$ cat config.mk
export PLATFORM = sky130hd
export DESIGN_NAME = periodic_interrupt_timer_top
export DESIGN_NICKNAME = d
export VERILOG_FILES = /design/src/rtl/core/pit_pkg.sv /design/src/rtl/core/periodic_interrupt_timer_top.sv
export SDC_FILE = /design/constraint.sdc
export NUM_CORES = 1
export LEC_CHECK = 0
export ABC_AREA = 1
export ABC_CLOCK_PERIOD_IN_PS = 6900
export CORE_ASPECT_RATIO = 0.5
export CORE_MARGIN = 5
export CORE_UTILIZATION = 33
export DETAILED_ROUTE_END_ITERATION = 8
export DONT_BUFFER_PORTS = 1
export PLACE_DENSITY = 0.45
export REMOVE_ABC_BUFFERS = 1
export SYNTH_ARGS = -nofsm -noshare
export SYNTH_HDL_FRONTEND = slang
export SYNTH_SLANG_ARGS = --single-unit
$ cat constraint.sdc
create_clock -name clock -period 6.9 [get_ports clock]
set_clock_uncertainty 0.1 [all_clocks]
set_input_delay 0.345 -clock clock [delete_from_list [all_inputs] [get_ports clock]]
set_output_delay 0.345 -clock clock [all_outputs]
set_load 0.01 [all_outputs]
$ cat src/rtl/core/pit_pkg.sv
`default_nettype none

package pit_pkg;

   // request kinds carried in req_tuser
   typedef enum logic [1:0] {
      OP_TICK  = 2'd0,
      OP_READ  = 2'd1,
      OP_WRITE = 2'd2
   } op_type;

   // register selects
   typedef enum logic [2:0] {
      SEL_MODULE  = 3'd0,
      SEL_LOAD    = 3'd1,
      SEL_COUNT   = 3'd2,
      SEL_CONTROL = 3'd3,
      SEL_FLAG    = 3'd4
   } sel_type;

   localparam int DATA_W   = 32;
   localparam int OUT_CH_W = 2;   // channels visible in irq_lines / expired

   // register bit positions
   localparam int MOD_OFF_BIT    = 0;
   localparam int MOD_FREEZE_BIT = 1;
   localparam int CTL_EN_BIT     = 0;
   localparam int CTL_IRQ_BIT    = 1;
   localparam int FLAG_CLR_BIT   = 0;

   // request payload, last field in the lowest bits
   typedef struct packed {
      logic [2:0]        pad;
      logic              debug_halt;
      logic [DATA_W-1:0] write_data;
      logic [2:0]        reg_sel;
      logic              channel;
   } req_item_type;

   // response payload, last field in the lowest bits
   typedef struct packed {
      logic [3:0]          pad;
      logic [OUT_CH_W-1:0] expired;
      logic [OUT_CH_W-1:0] irq_lines;
      logic [DATA_W-1:0]   read_data;
   } rsp_item_type;

endpackage

`default_nettype wire

$ cat src/rtl/core/periodic_interrupt_timer_top.sv
`default_nettype none

// Channel   Direction  Handshake             Payload
// request   in         req_tvalid/req_tready req_tuser: op; req_tdata: channel, reg_sel,
//                                            write_data, debug_halt
// response  out        rsp_tvalid/rsp_tready rsp_tdata: read_data, irq_lines, expired
//
// One request per cycle sustained while responses are taken; a request is held in the
// request register, then its response in the response register, which drives
// rsp_tvalid and rsp_tdata.
// The whole register update of a request is one combinational pass between the two.
// Synchronous active-high reset: all timer state cleared, module held off.
// When rsp_tready is low the response register holds, one more request parks in the
// request register and req_tready then drops until the response is taken.

module periodic_interrupt_timer_top #(
   parameter int NUM_CHANNELS = 2
) (
   input  wire         clock,
   input  wire         reset,
   input  wire         req_tvalid,
   output logic        req_tready,
   input  wire  [1:0]  req_tuser,   // [1:0] op
   input  wire  [39:0] req_tdata,   // [0] channel, [3:1] reg_sel, [35:4] write_data,
                                    // [36] debug_halt, [39:37] zero
   output logic        rsp_tvalid,
   input  wire         rsp_tready,
   output logic [39:0] rsp_tdata    // [31:0] read_data, [33:32] irq_lines,
                                    // [35:34] expired, [39:36] zero
);
   import pit_pkg::*;

   // request stage
   logic          req_valid_ff;
   op_type        op_ff;
   req_item_type  item_ff;
   logic          advance;

   // timer state
   logic [NUM_CHANNELS-1:0][DATA_W-1:0] load_ff, load_in;
   logic [NUM_CHANNELS-1:0][DATA_W-1:0] count_ff, count_in;
   logic [NUM_CHANNELS-1:0]             enable_ff, enable_in;
   logic [NUM_CHANNELS-1:0]             irq_en_ff, irq_en_in;
   logic [NUM_CHANNELS-1:0]             flag_ff, flag_in;
   logic                                module_off_ff, module_off_in;
   logic                                freeze_ff, freeze_in;

   // datapath
   logic [NUM_CHANNELS-1:0] hit;
   logic [NUM_CHANNELS-1:0] fired;
   logic [NUM_CHANNELS-1:0] irq_all;
   logic                    run;
   logic [DATA_W-1:0]       rd_data;
   sel_type                 sel;
   rsp_item_type            rsp_in;

   // response stage
   logic          rsp_valid_ff;
   rsp_item_type  rsp_ff;

   // the request register moves on whenever the response register is free or draining
   assign advance    = req_valid_ff && (!rsp_valid_ff || rsp_tready);
   assign req_tready = !req_valid_ff || advance;

   always_ff @(posedge clock) begin
      if (reset) begin
         req_valid_ff <= 1'b0;
      end else if (req_tready) begin
         req_valid_ff <= req_tvalid;
      end
      if (req_tready && req_tvalid) begin
         op_ff   <= op_type'(req_tuser);
         item_ff <= req_item_type'(req_tdata);
      end
   end

   assign sel = sel_type'(item_ff.reg_sel);
   // a tick counts only while the module is on and not frozen by a debug halt
   assign run = !module_off_ff && !(freeze_ff && item_ff.debug_halt);

   always_comb begin
      for (int c = 0; c < NUM_CHANNELS; c++) begin
         hit[c] = ({1'b0, item_ff.channel} == 2'(c));
      end
   end

   // single-pass register update
   always_comb begin
      load_in       = load_ff;
      count_in      = count_ff;
      enable_in     = enable_ff;
      irq_en_in     = irq_en_ff;
      flag_in       = flag_ff;
      module_off_in = module_off_ff;
      freeze_in     = freeze_ff;
      fired         = '0;
      rd_data       = '0;
      unique case (op_ff)
         OP_TICK: begin
            if (run) begin
               for (int c = 0; c < NUM_CHANNELS; c++) begin
                  if (enable_ff[c]) begin
                     if (count_ff[c] == '0) begin
                        // period is load + 1 ticks
                        count_in[c] = load_ff[c];
                        flag_in[c]  = 1'b1;
                        fired[c]    = 1'b1;
                     end else begin
                        count_in[c] = count_ff[c] - DATA_W'(1);
                     end
                  end
               end
            end
         end
         OP_READ: begin
            if (sel == SEL_MODULE) begin
               rd_data[MOD_OFF_BIT]    = module_off_ff;
               rd_data[MOD_FREEZE_BIT] = freeze_ff;
            end
            for (int c = 0; c < NUM_CHANNELS; c++) begin
               if (hit[c]) begin
                  unique case (sel)
                     SEL_LOAD:  rd_data = load_ff[c];
                     SEL_COUNT: rd_data = count_ff[c];
                     SEL_CONTROL: begin
                        rd_data[CTL_EN_BIT]  = enable_ff[c];
                        rd_data[CTL_IRQ_BIT] = irq_en_ff[c];
                     end
                     SEL_FLAG: rd_data[FLAG_CLR_BIT] = flag_ff[c];
                     default: ;
                  endcase
               end
            end
         end
         OP_WRITE: begin
            if (sel == SEL_MODULE) begin
               module_off_in = item_ff.write_data[MOD_OFF_BIT];
               freeze_in     = item_ff.write_data[MOD_FREEZE_BIT];
            end
            for (int c = 0; c < NUM_CHANNELS; c++) begin
               if (hit[c]) begin
                  unique case (sel)
                     SEL_LOAD: load_in[c] = item_ff.write_data;
                     SEL_CONTROL: begin
                        // rising enable loads the count
                        if (item_ff.write_data[CTL_EN_BIT] && !enable_ff[c]) begin
                           count_in[c] = load_ff[c];
                        end
                        enable_in[c] = item_ff.write_data[CTL_EN_BIT];
                        irq_en_in[c] = item_ff.write_data[CTL_IRQ_BIT];
                     end
                     SEL_FLAG: begin
                        if (item_ff.write_data[FLAG_CLR_BIT]) begin
                           flag_in[c] = 1'b0;
                        end
                     end
                     default: ;   // count is read only
                  endcase
               end
            end
         end
         default: ;
      endcase
   end

   assign irq_all = flag_in & irq_en_in;

   // only the channels that fit the 2-bit fields are reported
   always_comb begin
      rsp_in           = '0;
      rsp_in.read_data = rd_data;
      rsp_in.irq_lines = OUT_CH_W'(irq_all);
      rsp_in.expired   = OUT_CH_W'(fired);
   end

   always_ff @(posedge clock) begin
      if (reset) begin
         load_ff       <= '0;
         count_ff      <= '0;
         enable_ff     <= '0;
         irq_en_ff     <= '0;
         flag_ff       <= '0;
         module_off_ff <= 1'b1;
         freeze_ff     <= 1'b0;
      end else if (advance) begin
         load_ff       <= load_in;
         count_ff      <= count_in;
         enable_ff     <= enable_in;
         irq_en_ff     <= irq_en_in;
         flag_ff       <= flag_in;
         module_off_ff <= module_off_in;
         freeze_ff     <= freeze_in;
      end
   end

   always_ff @(posedge clock) begin
      if (reset) begin
         rsp_valid_ff <= 1'b0;
      end else if (advance) begin
         rsp_valid_ff <= 1'b1;
      end else if (rsp_tready) begin
         rsp_valid_ff <= 1'b0;
      end
      if (advance) begin
         rsp_ff <= rsp_in;
      end
   end

   assign rsp_tvalid = rsp_valid_ff;
   assign rsp_tdata  = rsp_ff;

`ifndef SYNTHESIS
   // only ticks report reloads
   a_expire_on_tick: assert property (@(posedge clock) disable iff (reset)
      advance && (op_ff != OP_TICK) |-> (fired == '0))
      else $error("reload reported outside a tick");

   // a stopped module leaves every count untouched
   a_off_holds: assert property (@(posedge clock) disable iff (reset)
      advance && (op_ff == OP_TICK) && !run |-> (count_in == count_ff) && (fired == '0))
      else $error("count moved while stopped");

   // a parked request is never dropped
   a_park_kept: assert property (@(posedge clock) disable iff (reset)
      req_valid_ff && !advance |=> req_valid_ff && $stable(item_ff))
      else $error("parked request lost");

   // a reload always leaves the flag set
   a_fire_sets_flag: assert property (@(posedge clock) disable iff (reset)
      advance |-> ((fired & ~flag_in) == '0))
      else $error("reload without flag");
`endif

endmodule

`default_nettype wire
==> impl_metrics.env <==
export IMPL_crit_top_cell="o21ai_0"
export IMPL_ys_warnings_count=0
export IMPL_yosys_area_share_simple=0.263
export IMPL_ioPinCount=88
export IMPL_grtUsageTotal=0.202
export IMPL_cts_buffers=23
export IMPL_clock_path_buffers=3
export IMPL_hpwl_um=27800
export IMPL_hp_class="in -> reg"
export IMPL_viasPerCell=5.15
export IMPL_start_util=0.332
export IMPL_ctsHtreeMaxLevel=1
export IMPL_power_total_mw=3.07
export IMPL_synth_xor_area_share=0.0169
export IMPL_cts_tree="built"
export IMPL_power_density_nw_per_um2=240
export IMPL_drive_gt1_frac=0.0823
export IMPL_synth_compound_area_share=0.175
export IMPL_synth_seq_cells=213
export IMPL_area_growth_syn_to_layout_pct=12.4
export IMPL_relSlewSlack=0.212
export IMPL_crit_fanout=30
export IMPL_cp_end_kind="register"
export IMPL_slew_viol_final=0
export IMPL_postCtsHoldBufs=42
export IMPL_ys_flop_type="dfxtp_1"
export IMPL_overflow=0
export IMPL_ir_drop_uv=139
export IMPL_first_iter_violations=1018
export IMPL_synth_edff_count=75
export IMPL_grt_max_degree=71
export IMPL_slowest_delay_ps=690
export IMPL_gp_congestion=0.873
export IMPL_synth_most_common_cell="nand2_1"
export IMPL_synthAdderAreaFrac=0.00440
export IMPL_yosys_area_top_type="dfxtp_1"
export IMPL_drtPass1Iterations=5
export IMPL_r2r_start="sel[1]"
export IMPL_die_x_um=273
export IMPL_rr_worst_depth=7
export IMPL_dieArea_um2=38500
export IMPL_fin_crit_ps=3160
export IMPL_fill_cells=3577
export IMPL_multiInputGateArea_um2=5250
export IMPL_grt_pass1_vias=9485
export IMPL_max_clock_freq_mhz=317
export IMPL_critPathLaunch="sel[1]"
export IMPL_netlist_area_um2=11400
export IMPL_clk_latency_ps=530
export IMPL_antenna_found_initial=2
export IMPL_yosysSeqAreaShare=0.441
export IMPL_avgSynthCellArea_um2=7.36
export IMPL_p_int_mw=2.15
export IMPL_worstPathCellList="inv_2 -> nor2_4 -> nand2_2 -> buf_4 -> o21ai_0 -> o21ai_0 -> nor2_1"
export IMPL_crit_buf_inv=2
export IMPL_nNetsFinal=1600
export IMPL_status="finished, final reports clean"
export IMPL_reg2reg_slack_ps=3740
export IMPL_core_area_um2=34200
export IMPL_finalHoldViolCount=0
export IMPL_p_comb_frac=0.160
export IMPL_crit_end="rsp_tdata[2]"
export IMPL_leakage_nw=5.26
export IMPL_dpl_cell_area_um2=11600
export IMPL_timing_final_crit_share=0.457
export IMPL_drv_cap=0
export IMPL_start_kind="register"
export IMPL_worst_pin_slew_ps=1180
export IMPL_finalSetupTns_ps=0
export IMPL_clock_power_share=0.392
export IMPL_utilization=0.373
export IMPL_rsz0062_at_grt="no"
export IMPL_grt_pass1_wl_um=60300
export IMPL_synth_top_area_share=0.243
export IMPL_avgRoutedWirePerCell_um=19.7
export IMPL_synthArstFlopShare=0
export IMPL_switching_share=0.300
export IMPL_synth_top_family_by_area="simple AND/OR/NAND/NOR gates"
export IMPL_ys_top_cells_by_area="dfxtp_1 24%, edfxtp_1 20%, nand2_1 11%, nor2_1 6.4%, inv_1 6.2%"
export IMPL_synth_cell_types=43
export IMPL_muxShareOfSynthArea=0
export IMPL_cts_setup_buffers=0
export IMPL_clock_sinks=213
export IMPL_cp_depth=7
export IMPL_clockRootBuffer="clkbuf_16"
export IMPL_fin_area_um2=12800
export IMPL_port_buffers=0
export IMPL_hp_start="reset"
export IMPL_critPathArrivalTime_ps=3310
export IMPL_antenna_cells=0
export IMPL_worstPathRequired_ps=7050
export IMPL_post_cts_resized=0
export IMPL_synth_top_cells_by_count="324 x nand2_1, 195 x nor2_1, 189 x inv_1, 138 x dfxtp_1, 125 x a21oi_1"
export IMPL_cpLargestDelayFamily="compound AO/OA/AOI/OAI gates"
export IMPL_drc=0
export IMPL_power_frac_seq=0.448
export IMPL_critical_path_slowest_cell="o21ai_0"
export IMPL_setup_viol_count_final=0
export IMPL_holdWs_ps=97.0
export IMPL_path_class="reg -> reg"
export IMPL_final_antenna_net_count=0
export IMPL_rows=48
export IMPL_p_sw_uw=920
export IMPL_wl_um=39700
export IMPL_clk_pin_slew_worst_paths_ps=60
export IMPL_synth_cells=1546
export IMPL_seqCellArea_um2=5010
export IMPL_chipHeight_um=141
export IMPL_r2r_end="rsp_tdata[2]"
export IMPL_num_vias=10400
==> logic make-up (layout without fill, tap and decap cells) <==
| group | count (synthesis) | count (layout) |
|---|---|---|
| AOI/OAI and AO/OA | 353 | 353 |
| xor gates and xnor gates | 22 | 22 |
| adders and majority gates | 4 | 4 |
| buffers and inverters | 272 | 290 |
| DFF | 213 | 213 |
| other | 1 | 4 |
| and+or+nand+nor | 681 | 681 |
==> layout make-up <==
type	count	share of cell area
multi-input combinational	1064	0.411
sequential	213	0.393
clock inverter	7	0.00490
inverter	196	0.0580
timing repair buffer	52	0.0402
clock buffer	35	0.0494
tap	450	0.0441
==> state kept, by name (all words and copies together) (netlist names) <==
signal,flops
load_ff,64
irq_en_ff,2
flag_ff,2
freeze_ff,1
req_valid_ff,1
module_off_ff,1
count_ff,64
rsp_tdata,36
rsp_tvalid,1
op_ff,2
hit,1
sel,3
enable_ff,2
item_ff,33
==> per-layer routing <==
metal | routed length (µm) | global-route usage | vias to the layer above
met2 | 15600 | 0.279 | 345
met1 | 20100 | 0.317 | 4914
met4 | 540 | 0.0301 | 0
li1 | - | - | 5092
met3 | 3450 | 0.0544 | 37
met5 | 0 | 0 | -
==> metrics by stage <==
step / cells / setup slack (ps)
after floorplan: 1473 / 3430
after global routing: 2017 / 3430
final: 2017 / 3740
after CTS: 2017 / 3710
after detailed placement: 1933 / 3740
after global placement: 1933 / 3770
==> cell usage in the layout (no fill, tap or decap), drive strengths merged, types with 41 or more instances in the layout <==
| cell | instances |
|---|---|
| edfxtp | 75 |
| dfxtp | 138 |
| a21oi | 146 |
| o22ai | 54 |
| o21ai | 136 |
| nor2 | 217 |
| inv | 195 |
| nand2 | 332 |
| nand3 | 102 |
| dlygate4sd3 | 41 |
==> worst min-delay path by stage <==
stage                   endpoint  slack (ps)  cells after the start
global placement    count_ff[31]         330                      1
CTS                 count_ff[23]          90                      2
floorplan           count_ff[39]         310                      1
global route        count_ff[23]         110                      2
finish              count_ff[26]         100                      2
detailed placement  count_ff[31]         340                      1
==> power groups by stage <==
stage          clock [mW]  sequential [mW]  combinational (mW)
5_1_grt              1.28             1.38               0.552
4_1_cts              1.23             1.37               0.491
3_3_place_gp            0             1.40               0.457
3_5_place_dp            0             1.40               0.458
6_report             1.20             1.37               0.491
2_1_floorplan           0             1.38               0.321
No activity file was read; power rests on OpenSTA's default activity.
